### src/rcn_pkg.sv
package rcn_pkg;

  // default log depth, register reset values, lfsr taps and counter limits
  localparam int unsigned LogDepthDef   = 1024;
  localparam logic [3:0]  OwnIdRst      = 4'd0;
  localparam logic [4:0]  ClusterRst    = 5'd3;
  localparam logic [8:0]  TminRst       = 9'd150;
  localparam logic [8:0]  TspanRst      = 9'd150;
  localparam logic [15:0] SeedRst       = 16'd44257;
  localparam logic [15:0] LfsrTaps      = 16'hB400;
  localparam logic [9:0]  ElapsedMax    = 10'd1023;
  localparam logic [4:0]  VotesMax      = 5'd31;

  // event opcodes
  localparam logic [2:0] OP_VOTE_REQ  = 3'd0;
  localparam logic [2:0] OP_APPEND    = 3'd1;
  localparam logic [2:0] OP_SUBMIT    = 3'd2;
  localparam logic [2:0] OP_VOTE_RPLY = 3'd3;
  localparam logic [2:0] OP_TICK      = 3'd4;

  // roles
  localparam logic [1:0] ROLE_FOLLOWER  = 2'd0;
  localparam logic [1:0] ROLE_CANDIDATE = 2'd1;
  localparam logic [1:0] ROLE_LEADER    = 2'd2;

  // reply status codes
  localparam logic [2:0] ST_OK         = 3'd0;
  localparam logic [2:0] ST_STALE      = 3'd1;
  localparam logic [2:0] ST_MISMATCH   = 3'd2;
  localparam logic [2:0] ST_NOT_LEADER = 3'd3;
  localparam logic [2:0] ST_FULL       = 3'd4;
  localparam logic [2:0] ST_REFUSED    = 3'd5;

  // register indexes
  localparam logic [2:0] REG_OWN_ID  = 3'd0;
  localparam logic [2:0] REG_CLUSTER = 3'd1;
  localparam logic [2:0] REG_TMIN    = 3'd2;
  localparam logic [2:0] REG_TSPAN   = 3'd3;
  localparam logic [2:0] REG_SEED    = 3'd4;

  typedef struct packed {
    logic [3:0] own_id;
    logic [4:0] cluster_size;
    logic [8:0] timeout_min;
    logic [8:0] timeout_span;
  } cfg_t;

  typedef struct packed {
    logic capture;
    logic exec;
    logic div_run;
  } cmd_t;

  typedef struct packed {
    logic restart;
    logic div_last;
  } stat_t;

endpackage

### src/rcn_ctrl.sv
module rcn_ctrl (
  input  logic          clk,
  input  logic          rst_n,
  input  logic          start,
  input  rcn_pkg::stat_t stat,
  output rcn_pkg::cmd_t  cmd,
  output logic          busy
);
  import rcn_pkg::*;

  localparam logic [1:0] S_IDLE = 2'd0;
  localparam logic [1:0] S_EXEC = 2'd1;
  localparam logic [1:0] S_DIV  = 2'd2;

  logic [1:0] state_r, state_nxt;

  // next state
  always_comb begin
    state_nxt = state_r;
    unique case (state_r)
      S_IDLE: if (start) state_nxt = S_EXEC;
      S_EXEC: state_nxt = stat.restart ? S_DIV : S_IDLE;
      S_DIV:  if (stat.div_last) state_nxt = S_IDLE;
      default: state_nxt = S_IDLE;
    endcase
  end

  always_ff @(posedge clk) begin
    if (!rst_n) begin
      state_r <= S_IDLE;
    end else begin
      state_r <= state_nxt;
    end
  end

  // commands to the datapath
  assign busy        = (state_r != S_IDLE);
  assign cmd.capture = (state_r == S_IDLE) && start;
  assign cmd.exec    = (state_r == S_EXEC);
  assign cmd.div_run = (state_r == S_DIV);

endmodule

### config.mk
export PLATFORM = sky130hd
export DESIGN_NAME = rcn_ctrl
export DESIGN_NICKNAME = d
export VERILOG_FILES = /design/src/rcn_pkg.sv /design/src/rcn_ctrl.sv
export SDC_FILE = /design/constraint.sdc
export NUM_CORES = 1
export LEC_CHECK = 0
export BUFFER_PORTS_ARGS = -buffer_cell sky130_fd_sc_hd__buf_2
export CORE_AREA = 2 2 39 41
export CTS_BUF_LIST = sky130_fd_sc_hd__clkbuf_8 sky130_fd_sc_hd__clkbuf_16
export DETAILED_ROUTE_END_ITERATION = 7
export DIE_AREA = 0 0 41 43
export PLACE_DENSITY = 0.3
export SETUP_SLACK_MARGIN = 0.1
export SLEW_MARGIN = 20
export SYNTH_ARGS = -nofsm -noshare
export SYNTH_HDL_FRONTEND = slang
export SYNTH_SLANG_ARGS = --single-unit
### constraint.sdc
create_clock -name clk -period 1.2 [get_ports clk]
set_input_delay 0.12 -clock clk [delete_from_list [all_inputs] [get_ports clk]]
set_output_delay 0.12 -clock clk [all_outputs]
set_load 0.05 [all_outputs]
After elaboration in Yosys (flattened, before gate mapping)
Index checks and enable logic that the tools add are counted.
Word-level totals
  output and inout bits: 4
  word-level logic and storage cells: 13
  flip-flop bits (word level): 2
Cells by class
  mux-type cells: 4
  equal/unequal tests: 4
  reduce and logical (&&, ||, !) cells: 4
Operator list (number)
  2-bit 2-to-1 mux: 3
  2-bit one-hot mux with 3 select lines: 1
  2-bit inequality test (second input constant): 2
  2-bit by 1-bit equality test with 1-bit output (second input constant): 1
  2-bit equality test (second input constant): 1
  2-bit logical NOT: 1
  2-bit AND reduction: 1
  2-bit nonzero test: 1
  1-bit logical AND: 1

Logic depth before layout (Yosys ltp)
Gate-level depths: netlist of the first run.
  depth after elaboration: 3
  gate-level depth with buffers: 2
  depth with buffers taken out: 2

Worst setup path after synthesis of the first run
OpenSTA, ideal clock, no wires.
  path kind: register to register
  start: reg state_r[0]
  end: reg state_r[1]
  arrival time: 1.363 ns
  stages on the path, launching flop included: 3
  setup slack: -0.229 ns
  setup time: 0.066 ns
  path buffers: 0
  cell sequence: dfxtp_1 -> nor2b_1 -> a32o_1
RTL lines
  start, declared: RTL line rcn_ctrl.sv:15  | logic [1:0] state_r, state_nxt;
  start signal, assigned: RTL line rcn_ctrl.sv:32  | state_r <= state_nxt;

Worst setup path after layout of the first run
  start: reg state_r[0]
  end: out busy
Between the ends
  cells in the longest elaborated chain, start to end: 1
RTL lines
  2-bit nonzero test: RTL line rcn_ctrl.sv:37  | assign busy = (state_r != S_IDLE);
  end, declared: RTL line rcn_ctrl.sv:7  | output logic busy
Every way passes these cells.

==> results of run 1 <==
==> synth_stat cells <==
cell     instances  share of area
a32o_1           1           0.11
nor2b_1          3           0.20
and2_1           1          0.067
dfxtp_1          2           0.43
or2_2            1          0.067
nor3b_2          1           0.13
==> worst max-delay path: stages, from the launching register on <==
cell and delay (ps):
dfxtp_4 350, or2_4 250, buf_8 150
==> layer usage <==
| metal | routed length, um | up-vias |
|---|---|---|
| li1 | - | 57 |
| met1 | 165 | 36 |
| met2 | 64 | 11 |
| met3 | 46 | 0 |
| met4 | 0 | 0 |
| met5 | 0 | - |
==> power breakdown <==
part / switching (mW) / internal, mW
registers: 0.00659 / 0.0701
logic: 0.0438 / 0.0370
clock network: 0.0473 / 0.212
==> cell type report <==
| class | instances | area share |
|---|---|---|
| repair buffers | 8 | 0.261 |
| flip-flops and latches | 2 | 0.181 |
| well taps | 16 | 0.0804 |
| multi-input cells | 7 | 0.312 |
| clock buffers | 3 | 0.166 |
==> logic make-up after synthesis <==
| logic type | count (synthesis) |
|---|---|
| and+or+nand+nor | 6 |
| DFF | 2 |
| AOI/OAI and AO/OA | 1 |
==> path summary, 6_finish.rpt <==
path | start | to | slack [ps] | depth (start not counted)
setup / recovery | state_r[0] | busy | 120 | 2
hold / removal | rst_n | state_r[0] | 150 | 2
setup reg to reg | state_r[0] | state_r[1] | 360 | 2
hold reg to reg | state_r[0] | state_r[0] | 590 | 2
==> reports/qor.txt, run 1 <==
Slew Viols, Final: 0
Post-synth cell types: 6
Largest family of logic cells by synthesized area: simple AND/OR/NAND/NOR gates
Nets: 27
Critical path launch point type: register
Relative slew slack: 0.889
Sequential-to-total area share from yosys stat: 0.427
Power Density: 1670 mW/mm^2
XOR/XNOR share of the synthesized area: 0
Synth-to-Final Area Change: 165%
H-tree levels: 1
Avg Inst Size Synth: 10.4 sq um
Non-filler instance count after layout: 36
Via count: 104
Initial antenna violation count: 0
Mux cell area share after synthesis: 0
Slack of the critical path: 118 ps
Post-CTS Setup Repair Bufs: 0
Fin area: 249 sq um
Initial Util: 0.0678
Dpl cell area: 178 sq um
Largest register FFs: 2
Total gr overflow: 0
Synth Register Bits: 2
Post-CTS sizing: 8
# IOs: 9
Placement row count: 14
Worst-path clk slew: 30 ps
Status: finished, final reports clean
Busiest grt layer: met4
First-pass iteration count of the detailed router: 3
Remaining DRCs: 0
CP required: 1080 ps
Fmax: 924 MHz
PnR Total Power: 0.416 mW
Filler instances: 152
Endpoints failing hold: 0
Setup TNS Final: 0 ps
WP data arrival: 960 ps
Port bufs: 8
Core Util, Final: 0.180
Met2 usage: 0.0219
Post-place setup slack: 245 ps
FF+latch area: 45.0 sq um
Setup violators final: 0
Final wirelength: 275 um
GR Util All Layers: 0.0421
Clock skew: 2.82 ps
Core box area: 0.00138 sq mm
Synth Area in Simple Gates: 0.467
Die height: 43 um
Largest reg by FF count: state_r
Placed Instances: 33
Crit. End Element: primary output
Largest net degree at the start of global routing: 5
GRT met1 Usage: 0.0543
Clock sinks: 2
Final Cycle Share: 0.902
DR vias/cell: 2.89
Most common cell after layout, fill and taps aside: buf_2
Final RePlAce weighted congestion: 0.470
Clock Tree Buf Depth: 2
Hold buffer count at cts: 0
Measured slew at the worst slew-check pin: 166 ps
Fin crit period: 1080 ps
RSZ-0062 raised after global routing: true
Die area: 0.00176 sq mm
Vias in the first global route: 94
TritonCTS clock tree: done
Hold crit path type: input port to register
Mapped cell area: 93.8 sq um
Antenna viol nets, final: 0
Synth Area in Adders: 0
Num CTS Buffers: 3
Worst-Skew Late Latency: 210 ps
Routing usage on met3: 0.0471
Biggest regs: state_r: 2 flops
Initial DRC count: 5
Multi-input combinational cell area: 77.6 sq um
Root buffer cell: clkbuf_8
WL/cell: 7.64 um
Commonest cells after routing, fill and taps aside: buf_2, clkbuf_8, nor2b_4, buf_6
Die width: 41 um
Synth Warn #: 0
# diodes: 0
Static Leak: 0.106 nW
Worst hold slack: 146 ps
Post-Syn Nets: 14
Kind of critical path: register to primary output
Share of cells above drive strength 1: 0.850
Max-Cap Viols: 0
Post-Syn Instances: 9
Crit path max fanout: 4
First-pass GRT wire length: 372 um
Compound-Gate Fraction of Synth Area: 0.107
Worst IR drop on VDD: 0.000539 V
(Power assumes the default switching activity.)
==> inputs of run 2 (changes only) <==
Clock period 1.2 ns to 0.9 ns, I/O delays scaled along.
==> run 2 against run 1 <==
The flow now finishes with violations (negative setup slack). Global-route usage up 1.7 points. Register-to-register slack worse by 350 ps. Largest cell class is now non-clock buffers. Core utilization up 2.5 points. Via count up 13%. Worst hold slack worse by 18 ps.
==> reports/qor.txt, run 2 (synthesized netlist as in run 1, its figures left out) <==
Largest reg by FF count: state_r
RSZ-0062 raised after global routing: true
Final wirelength: 318 um
Antenna viol nets, final: 0
Via count: 117
Worst-path clk slew: 30 ps
Most common cell after layout, fill and taps aside: buf_2
Clock Tree Buf Depth: 2
Worst setup path start: state_r[1]
Crit path max fanout: 4
Min-delay src: stat[1]
Endpoints failing hold: 0
Largest net degree at the start of global routing: 5
Port bufs: 8
First-pass iteration count of the detailed router: 4
WP data arrival: 970 ps
Worst IR drop on VDD: 0.000720 V
Filler instances: 151
GR Util All Layers: 0.0591
DP HPWL: 227 um
Critical R2R Launch: state_r[1]
Slew Viols, Final: 0
Root buffer cell: clkbuf_8
First-pass GRT wire length: 565 um
Share of cells above drive strength 1: 0.909
Fin crit period: 1060 ps
Core box area: 0.00138 sq mm
Critical path launch point type: register
Clock skew: 1.33 ps
Relative slew slack: 0.883
Measured slew at the worst slew-check pin: 176 ps
WL/cell: 8.37 um
Synth-to-Final Area Change: 203%
Hold buffer count at cts: 0
Nets: 29
TritonCTS clock tree: done
Status: finished, violations left
Num CTS Buffers: 3
Max-Cap Viols: 0
Static Leak: 0.123 nW
Power Density: 2030 mW/mm^2
Placement row count: 14
Kind of critical path: register to primary output
PnR Total Power: 0.578 mW
Initial Util: 0.0678
Die area: 0.00176 sq mm
Total gr overflow: 0
Final Cycle Share: 1.18
Crit. End Element: primary output
Worst-Skew Late Latency: 210 ps
Failing checks: negative setup slack
# IOs: 9
Biggest regs: state_r: 2 flops
CP required: 810 ps
Hold crit path type: input port to register
H-tree levels: 1
Largest register FFs: 2
Commonest cells after routing, fill and taps aside: buf_2, clkbuf_8, buf_8
# diodes: 0
DR vias/cell: 3.08
Core Util, Final: 0.205
Remaining DRCs: 0
Setup violators final: 4
Die height: 43 um
Initial antenna violation count: 0
Die width: 41 um
Final RePlAce weighted congestion: 0.473
Slack of the critical path: -159 ps
Fmax: 944 MHz
Clock sinks: 2
Vias in the first global route: 152
Initial DRC count: 3
run 2: changes by cell type in the layout (fill, tap and decap cells not counted):
cell and delta:
and2_1 -1, and2_4 +1, buf_8 +2, dfxtp_2 -1
dfxtp_4 +1
run 2: worst paths after layout:
path,endpoint,slack [ps],depth (start not counted)
hold reg to reg,state_r[1],680,2
setup reg to reg,state_r[1],10,3
hold / removal,state_r[1],130,2
setup / recovery,cmd[2],-160,2
run 2: final cells by class:
cell class	count	area, sq um	share of cell area
Timing Repair Buffer	10	95.1	0.335
Sequential cell	2	47.5	0.167
Tap cell	16	20.0	0.0705
Clock buffer	3	41.3	0.145
Multi-Input combinational cell	7	80.1	0.282
run 2: worst max-delay path, cell delays in order, from the launching register on:
cell and delay [ps]:
dfxtp_4 350, nor3b_4 220, buf_6 180
run 2: power by group:
part | switching (mW) | internal, mW | leakage [nW]
logic | 0.0630 | 0.0632 | 0.0832
clock network | 0.0690 | 0.283 | 0.0216
registers | 0.00862 | 0.0913 | 0.0178
run 2: per-stage QoR:
step / setup TNS (ps) / hold WS [ps] / area, sq um / setup WS [ps] / instances
after floorplan: -334 / 217 / 118 / -214 / 9
after global placement: -29.4 / 326 / 178 / -18.6 / 33
after detailed placement: -59.0 / 329 / 178 / -31.7 / 33
after CTS: -565 / 105 / 274 / -174 / 38
after global routing: -692 / 127 / 284 / -211 / 38
final: -516 / 128 / 284 / -159 / 38
run 2: what timing repair did:
item,4_1_cts,5_1_grt
gates resized for setup,13,3
cloned,0,0
pin swaps,4,4
buffers inserted,2,1
endpoints found under the setup margin,5,6
run 2: layer usage:
metal / part of all wire / GRT usage
met5: 0 / 0
met4: 0.047 / 0.100
met3: 0.14 / 0.0314
met2: 0.31 / 0.0563
met1: 0.50 / 0.0637
==> inputs of run 3 (changes only) <==
Settings changed: PLACE_DENSITY 0.3 to unset, PLACE_DENSITY_LB_ADDON set to 0.2, SETUP_SLACK_MARGIN 0.1 to unset.
==> run 3 against run 2 <==
The run still ends with negative setup slack left. Worst setup slack improved by 6.7 ps. Final area fell by 4.0%. First-iteration DRC count fell by 33%. Critical path depth did not move. Count of clock-buffer cells in the layout did not move. Combinational power barely moved. Sequential power barely moved. Final cell count fell by 2.6%. Worst hold slack got worse by 1.6 ps.
==> reports/qor.txt, run 3 (synthesized netlist as in run 1, its figures left out) <==
Num CTS Buffers: 3
RSZ-0062 raised after global routing: true
Final wirelength: 306 um
Total gr overflow: 0
Worst-Skew Late Latency: 210 ps
Initial Util: 0.0678
Failing checks: negative setup slack
Status: finished, violations left
WL/cell: 8.27 um
WP data arrival: 960 ps
Biggest regs: state_r: 2 flops
Largest net degree at the start of global routing: 5
Buf+Inv Stages, Crit Path: 1
CP Cell Sequence: or2_4, buf_8
DR vias/cell: 3.00
H-tree levels: 1
CP peak stage delay: 350 ps
GR Util All Layers: 0.0501
DP HPWL: 222 um
Delay-heaviest family, CP: flip-flops
Non-filler instance count after layout: 37
Remaining DRCs: 0
Die height: 43 um
Fin crit period: 1050 ps
Most common cell after layout, fill and taps aside: buf_2
TritonCTS clock tree: done
Nets: 28
First-pass iteration count of the detailed router: 2
Crit. End Element: primary output
Final Cycle Share: 1.17
Initial DRC count: 2
# IOs: 9
Fmax: 950 MHz
Clock sinks: 2
Hold crit path type: input port to register
Kind of critical path: register to primary output
Worst hold slack: 127 ps
Clock skew: 0.317 ps
Dpl cell area: 185 sq um
# diodes: 0
Commonest cells after routing, fill and taps aside: buf_2, clkbuf_8, buf_8
Clock Tree Buf Depth: 2
Max-Cap Viols: 0
Crit path max fanout: 4
Placement row count: 14
Die area: 0.00176 sq mm
Via count: 111
Largest register FFs: 2
Share of cells above drive strength 1: 0.905
Die width: 41 um
Slack of the critical path: -153 ps
Vias in the first global route: 131
Port bufs: 8
Relative slew slack: 0.887
Fin area: 273 sq um
CP required: 810 ps
Antenna viol nets, final: 0
Placed Instances: 34
Setup violators final: 4
First-pass GRT wire length: 483 um
Slowest stage cell, crit path: dfxtp_4
Critical path launch point type: register
Worst IR drop on VDD: 0.000608 V
Slew Viols, Final: 0
Measured slew at the worst slew-check pin: 170 ps
Largest reg by FF count: state_r
Final RePlAce weighted congestion: 0.559
Static Leak: 0.116 nW
Initial antenna violation count: 0
Power Density: 2080 mW/mm^2
PnR Total Power: 0.569 mW
Worst-path clk slew: 30 ps
Core box area: 0.00138 sq mm
Synth-to-Final Area Change: 191%
Endpoints failing hold: 0
Root buffer cell: clkbuf_8
-- run 3: cell count changes in the layout (fill, tap and decap cells not counted) --
cell | before | now
buf_6 | 2 | 1
-- run 3: timing repair --
action                                  CTS  global route
hold buffers                              0             0
setup buffers                             1             1
pin swaps                                 1             0
endpoints found under the setup margin    4             5
gates resized for setup                  10             5
-- run 3: path summary, 6_finish.rpt --
path	from	to	slack (ps)	depth (start not counted)
min reg2reg	state_r[0]	state_r[1]	640	2
max	state_r[0]	busy	-150	2
max reg2reg	state_r[0]	state_r[0]	20	3
min	stat[1]	state_r[1]	130	2
-- run 3: metrics by stage --
step           setup TNS, ps  setup slack [ps]  utilization
6_report                -492              -153        0.197
5_1_grt                 -650              -185        0.197
4_1_cts                 -633              -158        0.192
3_5_place_dp           -58.2             -31.7        0.134
3_3_place_gp           -32.2             -21.6        0.134
2_1_floorplan           -334              -214            -
-- run 3: routing by layer --
metal / vias to the layer above / GRT usage / share of wire
met4: 0 / 0.0600 / 0
met2: 11 / 0.0563 / 0.37
met1: 43 / 0.0447 / 0.46
met3: 0 / 0.0471 / 0.17
li1: 57 / - / -
met5: - / 0 / 0
-- run 3: cell type report --
cell class	count	area (sq um)
fillers	160	1110
clock buffers	3	41.3
flip-flops and latches	2	47.5
repair buffers	9	83.8
well taps	16	20.0
multi-input cells	7	80.1
-- run 3: power breakdown --
group          leakage (nW)  internal [mW]  switching (mW)  total (mW)
registers            0.0178         0.0914         0.00867       0.100
logic                0.0771         0.0610          0.0617       0.123
clock network        0.0216          0.282          0.0637       0.346
-- run 3: worst register-to-register path: stages, from the launching register on --
cell,delay [ps]
dfxtp_4,350
nor3b_4,210
buf_4,140
and2_4,120
